## src/design/aab_pkg.sv

```systemverilog
// ============================================================================
// aab_pkg: shared types and constants for the analog axis button block
// Widths, register indexes, reset values and the divide-by-five constant.
// ============================================================================
package aab_pkg;

    localparam int SAMPLE_BITS    = 12;
    localparam int AXIS_BITS      = 12;
    localparam int TIME_BITS      = 48;
    localparam int DUR_BITS       = 32;
    localparam int CFG_DATA_BITS  = 32;
    localparam int CFG_INDEX_BITS = 3;

    // compare width covering both the filter value and the press thresholds
    localparam int CMP_BITS = (SAMPLE_BITS > AXIS_BITS ? SAMPLE_BITS : AXIS_BITS) + 1;

    localparam logic [SAMPLE_BITS-1:0] FULL_SCALE = '1;

    // floor(x/5) == (x * 52429) >> 18 for every x below 2^18
    localparam logic [15:0] DIV5_RECIP = 16'd52429;
    localparam int          DIV5_SHIFT = 18;

    localparam logic [AXIS_BITS-1:0] AXIS_LOW_RST       = '0;
    localparam logic [AXIS_BITS-1:0] AXIS_HIGH_RST      = AXIS_BITS'(4095);
    localparam logic [DUR_BITS-1:0]  REPEAT_DELAY_RST   = DUR_BITS'(500000);
    localparam logic [DUR_BITS-1:0]  REPEAT_INTERVAL_RST = DUR_BITS'(100000);
    localparam logic [DUR_BITS-1:0]  ACCEL_DELAY_RST    = DUR_BITS'(3000000);

    typedef enum logic [CFG_INDEX_BITS-1:0] {
        CFG_INVERT_INPUT    = 3'd0,
        CFG_AXIS_LOW        = 3'd1,
        CFG_AXIS_HIGH       = 3'd2,
        CFG_REPEAT_DELAY    = 3'd3,
        CFG_REPEAT_INTERVAL = 3'd4,
        CFG_ACCEL_DELAY     = 3'd5
    } t_cfg_index;

endpackage

```

## src/design/aab_in_if.sv

```systemverilog
// ============================================================================
// aab_in_if: sample request channel
// One converter sample with its failure flag and timestamp.
// ============================================================================
interface aab_in_if;
    logic                             valid;
    logic                             ready;
    logic [aab_pkg::SAMPLE_BITS-1:0]  raw_sample;
    logic                             read_failed;
    logic [aab_pkg::TIME_BITS-1:0]    now_us;

    modport source (output valid, output raw_sample, output read_failed, output now_us,
                    input ready);
    modport sink   (input valid, input raw_sample, input read_failed, input now_us,
                    output ready);
endinterface

```

## src/design/aab_out_if.sv

```systemverilog
// ============================================================================
// aab_out_if: key event channel
// Filtered axis value plus press and accelerate flags.
// ============================================================================
interface aab_out_if;
    logic                             valid;
    logic                             ready;
    logic [aab_pkg::SAMPLE_BITS-1:0]  filtered_value;
    logic                             positive_press;
    logic                             negative_press;
    logic                             accelerated;

    modport source (output valid, output filtered_value, output positive_press,
                    output negative_press, output accelerated, input ready);
    modport sink   (input valid, input filtered_value, input positive_press,
                    input negative_press, input accelerated, output ready);
endinterface

```

## src/design/analog_axis_button_autorepeat.sv

```systemverilog
// ============================================================================
// analog_axis_button_autorepeat: analog axis to key press converter
// Low-pass filters converter samples, thresholds them into two keys and
// generates auto-repeat presses from a shared repeat timer.
// ============================================================================
//
//  channel   | dir | handshake           | payload
//  ----------+-----+---------------------+------------------------------------
//  i_axis    | in  | valid / ready       | raw_sample, read_failed, now_us
//  o_key     | out | valid / ready       | filtered_value, positive_press,
//            |     |                     | negative_press, accelerated
//  i_cfg_*   | in  | i_cfg_we (no wait)  | i_cfg_index, i_cfg_data
//
//  One request per cycle sustained while o_key is ready; a request taken passes
//  through the input register, then the result register, on its way to o_key.
//  The filter and key state registers close a loop around the compute stage.
//  Reset is synchronous; config returns to its defaults.
//  When o_key stalls, the result register holds and one more request parks
//  in the input register; only then does i_axis.ready drop.
//
module analog_axis_button_autorepeat (
    input  logic                                 i_clk,
    input  logic                                 i_rst_n,
    aab_in_if.sink                               i_axis,
    aab_out_if.source                            o_key,
    input  logic                                 i_cfg_we,
    input  logic [aab_pkg::CFG_INDEX_BITS-1:0]   i_cfg_index,
    input  logic [aab_pkg::CFG_DATA_BITS-1:0]    i_cfg_data
);

    localparam int SB = aab_pkg::SAMPLE_BITS;
    localparam int AB = aab_pkg::AXIS_BITS;
    localparam int TB = aab_pkg::TIME_BITS;
    localparam int DB = aab_pkg::DUR_BITS;
    localparam int CB = aab_pkg::CMP_BITS;

    // ------------------------------------------------------------------
    // Configuration registers
    // ------------------------------------------------------------------
    logic          r_invert;
    logic [AB-1:0] r_axis_low;
    logic [AB-1:0] r_axis_high;
    logic [DB-1:0] r_rep_delay;
    logic [DB-1:0] r_rep_interval;
    logic [DB-1:0] r_accel_delay;

    always_ff @(posedge i_clk) begin
        if (!i_rst_n) begin
            r_invert       <= 1'b0;
            r_axis_low     <= aab_pkg::AXIS_LOW_RST;
            r_axis_high    <= aab_pkg::AXIS_HIGH_RST;
            r_rep_delay    <= aab_pkg::REPEAT_DELAY_RST;
            r_rep_interval <= aab_pkg::REPEAT_INTERVAL_RST;
            r_accel_delay  <= aab_pkg::ACCEL_DELAY_RST;
        end else if (i_cfg_we) begin
            case (i_cfg_index)
                aab_pkg::CFG_INVERT_INPUT:    r_invert       <= i_cfg_data[0];
                aab_pkg::CFG_AXIS_LOW:        r_axis_low     <= i_cfg_data[AB-1:0];
                aab_pkg::CFG_AXIS_HIGH:       r_axis_high    <= i_cfg_data[AB-1:0];
                aab_pkg::CFG_REPEAT_DELAY:    r_rep_delay    <= i_cfg_data[DB-1:0];
                aab_pkg::CFG_REPEAT_INTERVAL: r_rep_interval <= i_cfg_data[DB-1:0];
                aab_pkg::CFG_ACCEL_DELAY:     r_accel_delay  <= i_cfg_data[DB-1:0];
                default: ;
            endcase
        end
    end

    // ------------------------------------------------------------------
    // Axis geometry, recomputed every cycle from the config registers.
    // The user must change config only while idle (the block does not enforce
    // this), so these are settled before the next request reaches the compute stage.
    // ------------------------------------------------------------------
    logic [AB-1:0]    hi_eff;
    logic [AB-1:0]    span;
    logic [AB+15:0]   thr_prod;
    logic [AB-1:0]    thr;
    logic [AB-1:0]    mid;
    logic [AB-1:0]    r_clamp_hi;
    logic [AB:0]      r_press_hi;   // mid + 20% of span
    logic [AB-1:0]    r_press_lo;   // mid - 20% of span, never negative

    always_comb begin
        // inverted range collapses to the low bound
        hi_eff   = (r_axis_high < r_axis_low) ? r_axis_low : r_axis_high;
        span     = hi_eff - r_axis_low;
        thr_prod = span * aab_pkg::DIV5_RECIP;
        thr      = AB'(thr_prod >> aab_pkg::DIV5_SHIFT);
        mid      = r_axis_low + (span >> 1);
    end

    always_ff @(posedge i_clk) begin
        r_clamp_hi <= hi_eff;
        r_press_hi <= {1'b0, mid} + {1'b0, thr};
        r_press_lo <= mid - thr;
    end

    // ------------------------------------------------------------------
    // Handshake: input register, then result register
    // ------------------------------------------------------------------
    logic r_s1_valid;
    logic r_out_valid;
    logic s2_free;
    logic s1_adv;
    logic in_accept;

    assign s2_free      = !r_out_valid || o_key.ready;
    assign s1_adv       = r_s1_valid && s2_free;
    assign i_axis.ready = !r_s1_valid || s2_free;
    assign in_accept    = i_axis.valid && i_axis.ready;

    // ------------------------------------------------------------------
    // Input register: sample conditioning and deadline sums
    // ------------------------------------------------------------------
    logic [SB-1:0] r_sample;
    logic [TB-1:0] r_now;
    logic [TB-1:0] r_t_delay;   // now + repeat delay
    logic [TB-1:0] r_t_int;     // now + repeat interval
    logic [TB-1:0] r_t_accel;   // now + accelerate delay

    always_ff @(posedge i_clk) begin
        if (in_accept) begin
            if (i_axis.read_failed) begin
                r_sample <= '0;
            end else if (r_invert) begin
                r_sample <= aab_pkg::FULL_SCALE - i_axis.raw_sample;
            end else begin
                r_sample <= i_axis.raw_sample;
            end
            r_now     <= i_axis.now_us;
            r_t_delay <= i_axis.now_us + TB'(r_rep_delay);
            r_t_int   <= i_axis.now_us + TB'(r_rep_interval);
            r_t_accel <= i_axis.now_us + TB'(r_accel_delay);
        end
    end

    // ------------------------------------------------------------------
    // Persistent filter and key state
    // ------------------------------------------------------------------
    logic [SB-1:0] r_filt_val;
    logic          r_primed;
    logic          r_pos_held;
    logic          r_neg_held;
    logic [TB-1:0] r_next_rep;   // zero means disarmed
    logic [TB-1:0] r_accel_t;

    // ------------------------------------------------------------------
    // Compute stage
    // ------------------------------------------------------------------
    logic signed [SB:0] diff;
    logic [SB-1:0]      mag;
    logic [SB+15:0]     step_prod;
    logic [SB-1:0]      step;
    logic [SB-1:0]      n_filt_val;
    logic [CB-1:0]      fext;
    logic [CB-1:0]      v;
    logic               trig_pos;
    logic               trig_neg;
    logic               n_pos_held;
    logic               n_neg_held;
    logic [TB-1:0]      nrt_mid;
    logic [TB-1:0]      at_mid;
    logic [TB-1:0]      n_next_rep;
    logic [TB-1:0]      n_accel_t;
    logic               pos_press;
    logic               neg_press;
    logic               accel;

    always_comb begin
        // f += trunc((s - f) / 5), magnitude divided then sign restored
        diff      = $signed({1'b0, r_sample}) - $signed({1'b0, r_filt_val});
        mag       = diff[SB] ? SB'(-diff) : SB'(diff);
        step_prod = mag * aab_pkg::DIV5_RECIP;
        step      = SB'(step_prod >> aab_pkg::DIV5_SHIFT);
        if (!r_primed) begin
            n_filt_val = r_sample;
        end else if (diff[SB]) begin
            n_filt_val = r_filt_val - step;
        end else begin
            n_filt_val = r_filt_val + step;
        end

        // clamp into [low, effective high]
        fext = CB'(n_filt_val);
        if (fext < CB'(r_axis_low)) begin
            v = CB'(r_axis_low);
        end else if (fext > CB'(r_clamp_hi)) begin
            v = CB'(r_clamp_hi);
        end else begin
            v = fext;
        end
        trig_pos = v >= CB'(r_press_hi);
        trig_neg = v <= CB'(r_press_lo);

        accel = 1'b0;

        // positive key first; it may rearm the shared timer
        pos_press  = 1'b0;
        n_pos_held = trig_pos;
        nrt_mid    = r_next_rep;
        at_mid     = r_accel_t;
        if (trig_pos) begin
            if (r_pos_held) begin
                if (r_next_rep != '0 && r_now >= r_next_rep) begin
                    pos_press = 1'b1;
                    nrt_mid   = r_t_int;
                    accel     = r_now >= r_accel_t;
                end
            end else begin
                pos_press = 1'b1;
                nrt_mid   = r_t_delay;
                at_mid    = r_t_accel;
            end
        end

        // negative key sees the timer as the positive key left it
        neg_press  = 1'b0;
        n_neg_held = trig_neg;
        n_next_rep = nrt_mid;
        n_accel_t  = at_mid;
        if (trig_neg) begin
            if (r_neg_held) begin
                if (nrt_mid != '0 && r_now >= nrt_mid) begin
                    neg_press  = 1'b1;
                    n_next_rep = r_t_int;
                    accel      = r_now >= at_mid;
                end
            end else begin
                neg_press  = 1'b1;
                n_next_rep = r_t_delay;
                n_accel_t  = r_t_accel;
            end
        end
    end

    // ------------------------------------------------------------------
    // Control and state registers
    // ------------------------------------------------------------------
    always_ff @(posedge i_clk) begin
        if (!i_rst_n) begin
            r_s1_valid  <= 1'b0;
            r_out_valid <= 1'b0;
            r_primed    <= 1'b0;
            r_filt_val  <= '0;
            r_pos_held  <= 1'b0;
            r_neg_held  <= 1'b0;
            r_next_rep  <= '0;
            r_accel_t   <= '0;
        end else begin
            if (in_accept) begin
                r_s1_valid <= 1'b1;
            end else if (s1_adv) begin
                r_s1_valid <= 1'b0;
            end

            if (s1_adv) begin
                r_out_valid <= 1'b1;
            end else if (o_key.ready) begin
                r_out_valid <= 1'b0;
            end

            if (s1_adv) begin
                r_primed   <= 1'b1;
                r_filt_val <= n_filt_val;
                r_pos_held <= n_pos_held;
                r_neg_held <= n_neg_held;
                r_next_rep <= n_next_rep;
                r_accel_t  <= n_accel_t;
            end
        end
    end

    // ------------------------------------------------------------------
    // Result register
    // ------------------------------------------------------------------
    logic [SB-1:0] r_out_filt;
    logic          r_out_pos;
    logic          r_out_neg;
    logic          r_out_accel;

    always_ff @(posedge i_clk) begin
        if (s1_adv) begin
            r_out_filt  <= n_filt_val;
            r_out_pos   <= pos_press;
            r_out_neg   <= neg_press;
            r_out_accel <= accel;
        end
    end

    assign o_key.valid          = r_out_valid;
    assign o_key.filtered_value = r_out_filt;
    assign o_key.positive_press = r_out_pos;
    assign o_key.negative_press = r_out_neg;
    assign o_key.accelerated    = r_out_accel;

endmodule

```

## src/flat_wrapper.sv

```systemverilog
// flat-port wrapper written by rule: the top's interface ports become plain ports
module analog_axis_button_autorepeat_flat 
  (i_clk, i_rst_n, i_cfg_we, i_cfg_index, i_cfg_data, i_axis_valid, i_axis_raw_sample, i_axis_read_failed, i_axis_now_us, i_axis_ready, o_key_valid, o_key_filtered_value, o_key_positive_press, o_key_negative_press, o_key_accelerated, o_key_ready);
  aab_in_if i_axis_i ();
  aab_out_if o_key_i ();
  input  logic i_clk;
  input  logic i_rst_n;
  input  logic i_cfg_we;
  input  logic [aab_pkg::CFG_INDEX_BITS-1:0] i_cfg_index;
  input  logic [aab_pkg::CFG_DATA_BITS-1:0] i_cfg_data;
  input wire logic [$bits(i_axis_i.valid)-1:0] i_axis_valid;
  input wire logic [$bits(i_axis_i.raw_sample)-1:0] i_axis_raw_sample;
  input wire logic [$bits(i_axis_i.read_failed)-1:0] i_axis_read_failed;
  input wire logic [$bits(i_axis_i.now_us)-1:0] i_axis_now_us;
  output wire logic [$bits(i_axis_i.ready)-1:0] i_axis_ready;
  output wire logic [$bits(o_key_i.valid)-1:0] o_key_valid;
  output wire logic [$bits(o_key_i.filtered_value)-1:0] o_key_filtered_value;
  output wire logic [$bits(o_key_i.positive_press)-1:0] o_key_positive_press;
  output wire logic [$bits(o_key_i.negative_press)-1:0] o_key_negative_press;
  output wire logic [$bits(o_key_i.accelerated)-1:0] o_key_accelerated;
  input wire logic [$bits(o_key_i.ready)-1:0] o_key_ready;
  assign i_axis_i.valid = i_axis_valid;
  assign i_axis_i.raw_sample = i_axis_raw_sample;
  assign i_axis_i.read_failed = i_axis_read_failed;
  assign i_axis_i.now_us = i_axis_now_us;
  assign i_axis_ready = i_axis_i.ready;
  assign o_key_valid = o_key_i.valid;
  assign o_key_filtered_value = o_key_i.filtered_value;
  assign o_key_positive_press = o_key_i.positive_press;
  assign o_key_negative_press = o_key_i.negative_press;
  assign o_key_accelerated = o_key_i.accelerated;
  assign o_key_i.ready = o_key_ready;
  analog_axis_button_autorepeat u_core (.i_clk(i_clk), .i_rst_n(i_rst_n), .i_axis(i_axis_i), .o_key(o_key_i), .i_cfg_we(i_cfg_we), .i_cfg_index(i_cfg_index), .i_cfg_data(i_cfg_data));
endmodule
```

## config.mk

```make
export PLATFORM = sky130hd
export DESIGN_NAME = analog_axis_button_autorepeat_flat
export DESIGN_NICKNAME = d
export VERILOG_FILES = /design/src/design/aab_pkg.sv /design/src/design/aab_in_if.sv /design/src/design/aab_out_if.sv /design/src/design/analog_axis_button_autorepeat.sv /design/src/flat_wrapper.sv
export SDC_FILE = /design/constraint.sdc
export NUM_CORES = 2
export LEC_CHECK = 0
export BUFFER_PORTS_ARGS = -buffer_cell sky130_fd_sc_hd__clkbuf_2
export CORE_AREA = 2 2 285 343
export CTS_CLUSTER_DIAMETER = 60
export DETAILED_ROUTE_END_ITERATION = 8
export DIE_AREA = 0 0 287 345
export GPL_ROUTABILITY_DRIVEN = 0
export PLACE_DENSITY_LB_ADDON = 0.2
export SLEW_MARGIN = 5
export SYNTH_ARGS = -nofsm -noshare
export SYNTH_HDL_FRONTEND = slang
export SYNTH_SLANG_ARGS = --single-unit
```

## constraint.sdc

```tcl
create_clock -name i_clk -period 18.4 [get_ports i_clk]
set_clock_uncertainty 0.05 [all_clocks]
set_input_delay 3.68 -clock i_clk [delete_from_list [all_inputs] [get_ports i_clk]]
set_output_delay 3.68 -clock i_clk [all_outputs]
set_load 0.05 [all_outputs]
```

Yosys cells after proc, flatten, opt, wreduce, memory -nomap -nowiden
Index checks and enable logic that the tools add are counted.
Cells by class
  equality and inequality tests: 5
  multiplexer cells: 31
  $lt $le $gt $ge: 9
  $mul: 2
  reductions and logical operators: 19
  add/sub/neg operators: 12
Operators with widths (count)
  2-to-1 mux 48 bit: 10
  >= comparator 48 bit: 4
  adder 48 x 32 -> 48 bit: 3
  nonzero test 48 bit: 2
  2-to-1 mux 12 bit: 6
  multiplier 12 x 16 -> 28 bit (second input constant): 2
  less-than comparator 12 bit: 2
  subtractor 12 x 10 -> 12 bit: 2
  2-to-1 mux 1 bit: 14
  adder 12 x 10 -> 13 bit: 1
  >= comparator 13 bit: 1
  less-or-equal comparator 13 x 12 -> 1 bit: 1
  2-to-1 mux 13 bit: 1
  subtractor 12 x 12 -> 13 bit: 1
  adder 12 x 10 -> 12 bit: 1
  adder 12 x 11 -> 12 bit: 1
  > comparator 12 bit: 1
  negation 12 bit: 1
  AND reduction 2 bit: 6
  subtractor 12 bit: 1
  subtractor 12 bit (first input constant): 1
  == test 3 x 2 -> 1 bit (second input constant): 2
  == test 3 bit (second input constant): 2
  logical AND 1 bit: 4
  5 further kinds: 8
Storage, ports and cells
  register bits after elaboration: 490

Logic depth before layout (Yosys ltp)
  depth after elaboration: 17
  gate-level depth with buffers: 82

Least setup slack after synthesis
OpenSTA, ideal clock, no wires.
  kind: reg2reg
  from: reg u_core.r_sample[0]
  to: reg u_core.r_out_accel, in the netlist u_core.o_key.accelerated, data pin
  stages on the path, launching flop included: 74
  setup time: 0.261 ns
  setup slack: 2.930 ns
  arrival: 15.158 ns
  path through: edfxtp_1 > inv_1 > ha_1 > fa_1 > nand2b_1 > a211oi_1 > o211ai_1 > a21oi_1 > or2_0 > clkbuf_1 > clkbuf_1 > a31oi_1 > xnor2_1 > ha_1 > inv_1 > fa_1 > fa_1 > inv_1 > (+38 left out) > clkbuf_1 > buf_1 > clkbuf_1 > nand2_1 > nand2_1 > ha_1 > nand2b_1 > a21o_1 > a21o_1 > a21o_1 > a21o_1 > a21o_1 > a21oi_1 > nor2b_1 > o211ai_1 > a21oi_1 > nor3_1 > mux2i_1
On the way
  cells in the longest elaborated chain, start to end: 17
  elaborated cells on any way between the ends: 24
Ends and longest elaborated chain
  start: declaration: line analog_axis_button_autorepeat.sv:114  | logic [SB-1:0] r_sample;
  start signal: assignment: line analog_axis_button_autorepeat.sv:125  | r_sample <= aab_pkg::FULL_SCALE - i_axis.raw_sample;
  start signal: assignment: line analog_axis_button_autorepeat.sv:127  | r_sample <= i_axis.raw_sample;
  subtractor 12 x 12 -> 13 bit *: line analog_axis_button_autorepeat.sv:170  | diff = $signed({1'b0, r_sample}) - $signed({1'b0, r_filt_val});
  negation 12 bit: line analog_axis_button_autorepeat.sv:171  | mag = diff[SB] ? SB'(-diff) : SB'(diff);
  2-to-1 mux 12 bit: line analog_axis_button_autorepeat.sv:171
  multiplier 12 x 16 -> 28 bit: line analog_axis_button_autorepeat.sv:172  | step_prod = mag * aab_pkg::DIV5_RECIP;
  adder 12 x 10 -> 12 bit or subtractor 12 x 10 -> 12 bit (tied branches): line analog_axis_button_autorepeat.sv:179, analog_axis_button_autorepeat.sv:177
  2-to-1 mux 12 bit *: line analog_axis_button_autorepeat.sv:176  | end else if (diff[SB]) begin
  2-to-1 mux 12 bit *: line analog_axis_button_autorepeat.sv:174  | if (!r_primed) begin
  via u_core.n_filt_val[11]: line analog_axis_button_autorepeat.sv:153  | logic [SB-1:0] n_filt_val;
  (+3 left out)
  >= comparator 13 bit: line analog_axis_button_autorepeat.sv:191  | trig_pos = v >= CB'(r_press_hi);
  2-to-1 mux 48 bit: line analog_axis_button_autorepeat.sv:201  | if (trig_pos) begin
  >= comparator 48 bit or nonzero test 48 bit (tied branches): line analog_axis_button_autorepeat.sv:222  | if (nrt_mid != '0 && r_now >= nrt_mid) begin
  logical AND 1 bit: line analog_axis_button_autorepeat.sv:222
  2-to-1 mux 1 bit: line analog_axis_button_autorepeat.sv:222
  2-to-1 mux 1 bit: line analog_axis_button_autorepeat.sv:221  | if (r_neg_held) begin
  2-to-1 mux 1 bit *: line analog_axis_button_autorepeat.sv:220  | if (trig_neg) begin
  via u_core.accel: line analog_axis_button_autorepeat.sv:166  | logic accel;
  end signal: assignment: line analog_axis_button_autorepeat.sv:285  | r_out_accel <= accel;
  end: declaration: line analog_axis_button_autorepeat.sv:278  | logic r_out_accel;
The timed path passes the listed nets; every way through them passes the cells marked *.
A chain may end at the register's enable or synchronous reset.

Worst setup path after layout
Ends and elaborated chain as after synthesis.

==> impl_metrics.env <==
export IMPL_r2r_cells=71
export IMPL_synth_common_cells="ha_1 (562), nand2_1 (485), inv_1 (477), dfxtp_1 (270), nor2_1 (265)"
export IMPL_die_h_um=345
export IMPL_grt_pass1_wl_mm=182
export IMPL_final_cells=5774
export IMPL_slew_headroom=0.207
export IMPL_via_count=31619
export IMPL_antenna_found_initial=8
export IMPL_worstPathMaxFanout=49
export IMPL_cp_data_arrival_time_ns=17.59
export IMPL_clock_latency_ns=0.62
export IMPL_cts_path_max_buffers=3
export IMPL_rsz0062_at_grt="no"
export IMPL_whs_path_depth=2
export IMPL_drt_iter0_markers=1759
export IMPL_avgRoutedWirePerCell_um=20.2
export IMPL_die_w_um=287
export IMPL_cts_tree="yes"
export IMPL_pin_count=118
export IMPL_antenna_left=0
export IMPL_yosysWarnings=0
export IMPL_maxCapViolations=0
export IMPL_min_path_type="reg -> reg"
export IMPL_crit_type="reg -> reg"
export IMPL_cts_buffers=66
export IMPL_cts_hold_buf=0
export IMPL_status="complete, no violations"
export IMPL_synth_top_family_by_area="adder cells"
export IMPL_finalCriticalPeriod_ns=17.18
export IMPL_numPortBuffers=117
export IMPL_synthCells=4367
export IMPL_ys_types=82
export IMPL_drc=0
export IMPL_fin_crit_sh=0.934
export IMPL_finalSetupTns_ns=0
export IMPL_synth_top_area_share=0.181
export IMPL_cts_sinks=489
export IMPL_grt_total_usage=0.234
export IMPL_synthTopCellsByArea="ha_1 (18%), edfxtp_1 (17%), dfxtp_1 (14%)"
export IMPL_dp_hpwl_mm=90.0
export IMPL_dp_cells=5651
export IMPL_setup_violations=0
export IMPL_grt_pass1_vias=31974
export IMPL_cpPeakStageDelay_ns=0.63
export IMPL_seq_area_frac_synth=0.308
export IMPL_fmax_mhz=58.2
export IMPL_yosys_area_top_type="ha_1"
export IMPL_synth_compound_area_frac=0.184
export IMPL_cts_root_buf="clkbuf_16"
export IMPL_yosysMostFrequentCell="ha_1"
export IMPL_synthFlopType="dfxtp_1"
export IMPL_path_clk_slew_ns=0.06
export IMPL_endpoint_kind="register"
export IMPL_grt_overflow_total=0
export IMPL_wl_mm=117
export IMPL_worst_slew_pin_transition_ns=1.19
export IMPL_synth_xor_area_share=0.0508
export IMPL_final_cell_area_um2=43200
export IMPL_muxShareOfSynthArea=0.0210
export IMPL_synthSimpleGateAreaFrac=0.144
export IMPL_area_delta_synth_final_pct=11.0
export IMPL_ys_ff_latch=489
export IMPL_syn_avg_cell_area_um2=8.92
export IMPL_synthAdderAreaFrac=0.228
export IMPL_cpMaxStageDelayCell="a2111oi_1"
export IMPL_finalMaxSlewViolations=0
export IMPL_core_um2=96000
export IMPL_crit_required_ns=18.80
export IMPL_drive_above_1_share=0.0762
export IMPL_die_area_um2=99000
export IMPL_synth_edff_count=219
export IMPL_fin_nets=5206
export IMPL_fin_hold_ws_ns=0.418
export IMPL_drt_first_pass_iters=8
export IMPL_post_drt_via_cell_ratio=5.48
export IMPL_async_reset_ff_frac=0
export IMPL_synth_nets=5123
export IMPL_finalHoldViolations=0
export IMPL_grt_max_degree=99
export IMPL_htreeDepth=3
export IMPL_setup_worst_path_start_class="register"
export IMPL_initial_utilization=0.406
export IMPL_syn_cell_area_um2=38900
export IMPL_placed_area_um2=41000
export IMPL_row_count=125
state kept, by name, summed over array words and instances, names as in the netlist, 32 cells and up:
name	cells
u_core.r_rep_interval	32
u_core.r_t_delay	48
u_core.r_accel_delay	32
u_core.r_now	48
u_core.r_next_rep	48
u_core.r_t_accel	48
u_core.r_t_int	48
u_core.r_rep_delay	32
u_core.r_accel_t	48
critical path: cells and delay by family (launching register included):
| family | cells | cell delay (ns) |
|---|---|---|
| compound gates | 29 | 6.77 |
| fa+ha+maj | 11 | 4.33 |
| simple gates | 15 | 2.81 |
| buf+inv | 10 | 1.51 |
| xor+xnor | 4 | 0.76 |
| mux | 2 | 0.42 |
| flops | 1 | 0.35 |
layout make-up:
class	instances	area, um^2
timing repair buffer	169	1010
clock inverter	38	420
antenna	1	2.50
sequential	489	12000
clock buffer	83	1830
fill	9428	52800
tap	1270	1590
multi-input combinational	3228	24500
inverter	496	1860
through the flow:
step / util / setup WS [ns]
floorplan: - / 2.93
global placement: 0.427 / 1.45
detailed placement: 0.427 / 0.919
CTS: 0.450 / 0.873
global route: 0.450 / 0.0575
finish: 0.450 / 1.22
repair_timing:
| item | 4_1_cts | 5_1_grt |
|---|---|---|
| resized for setup | 0 | 5 |
| buffers inserted | 0 | 1 |
| endpoints found under the hold margin | 0 | 0 |
| endpoints found under the setup margin | 0 | 49 |
layer usage:
layer	vias up	wire length, um	global-route usage
li1	15656	-	-
met1	14990	48300	0.278
met2	753	59500	0.430
met3	210	5350	0.0308
met4	10	3750	0.0788
met5	-	52	0
final timing paths:
kind	slack (ns)	to	startpoint
worst min-delay path	0.42	u_core.r_rep_interval[14]	u_core.r_rep_interval[14]
worst max-delay path	1.22	u_core.o_key.accelerated	u_core.r_sample[0]
worst min register to register	0.42	u_core.r_rep_interval[14]	u_core.r_rep_interval[14]
worst max register to register	1.22	u_core.o_key.accelerated	u_core.r_sample[0]
cell usage in the layout, fill, tap and decap left out, types with 26 or more instances in the layout:
| cell type | count |
|---|---|
| ha_1 | 562 |
| nand2_1 | 485 |
| inv_1 | 477 |
| dfxtp_1 | 269 |
| nor2_1 | 263 |
| a21oi_1 | 234 |
| edfxtp_1 | 219 |
| a21boi_0 | 151 |
| xnor2_1 | 146 |
| a21o_1 | 136 |
| o21ai_0 | 118 |
| clkbuf_2 | 116 |
| nand3_1 | 112 |
| fa_1 | 93 |
| xor2_1 | 80 |
| clkbuf_16 | 71 |
| o211ai_1 | 65 |
| nand4_1 | 58 |
| mux2i_1 | 58 |
| nor3_1 | 51 |
| buf_4 | 50 |
| nand2b_1 | 47 |
| nor4_1 | 46 |
| a211oi_1 | 45 |
| nor2b_1 | 35 |
| or3_1 | 34 |
| a222oi_1 | 34 |
| o22ai_1 | 30 |
| o21bai_1 | 26 |
cell families after synthesis:
family / after synthesis
buffers and inverters: 650
flip-flops: 489
XOR/XNOR: 226
multiplexers: 79
AO/OA/AOI/OAI: 1048
adder cells (fa/ha/maj): 655
AND/OR/NAND/NOR: 1220
Power is left out: the tool's default activity adds up to more than one toggle a clock period on the data nets, which glitch-free logic cannot reach.
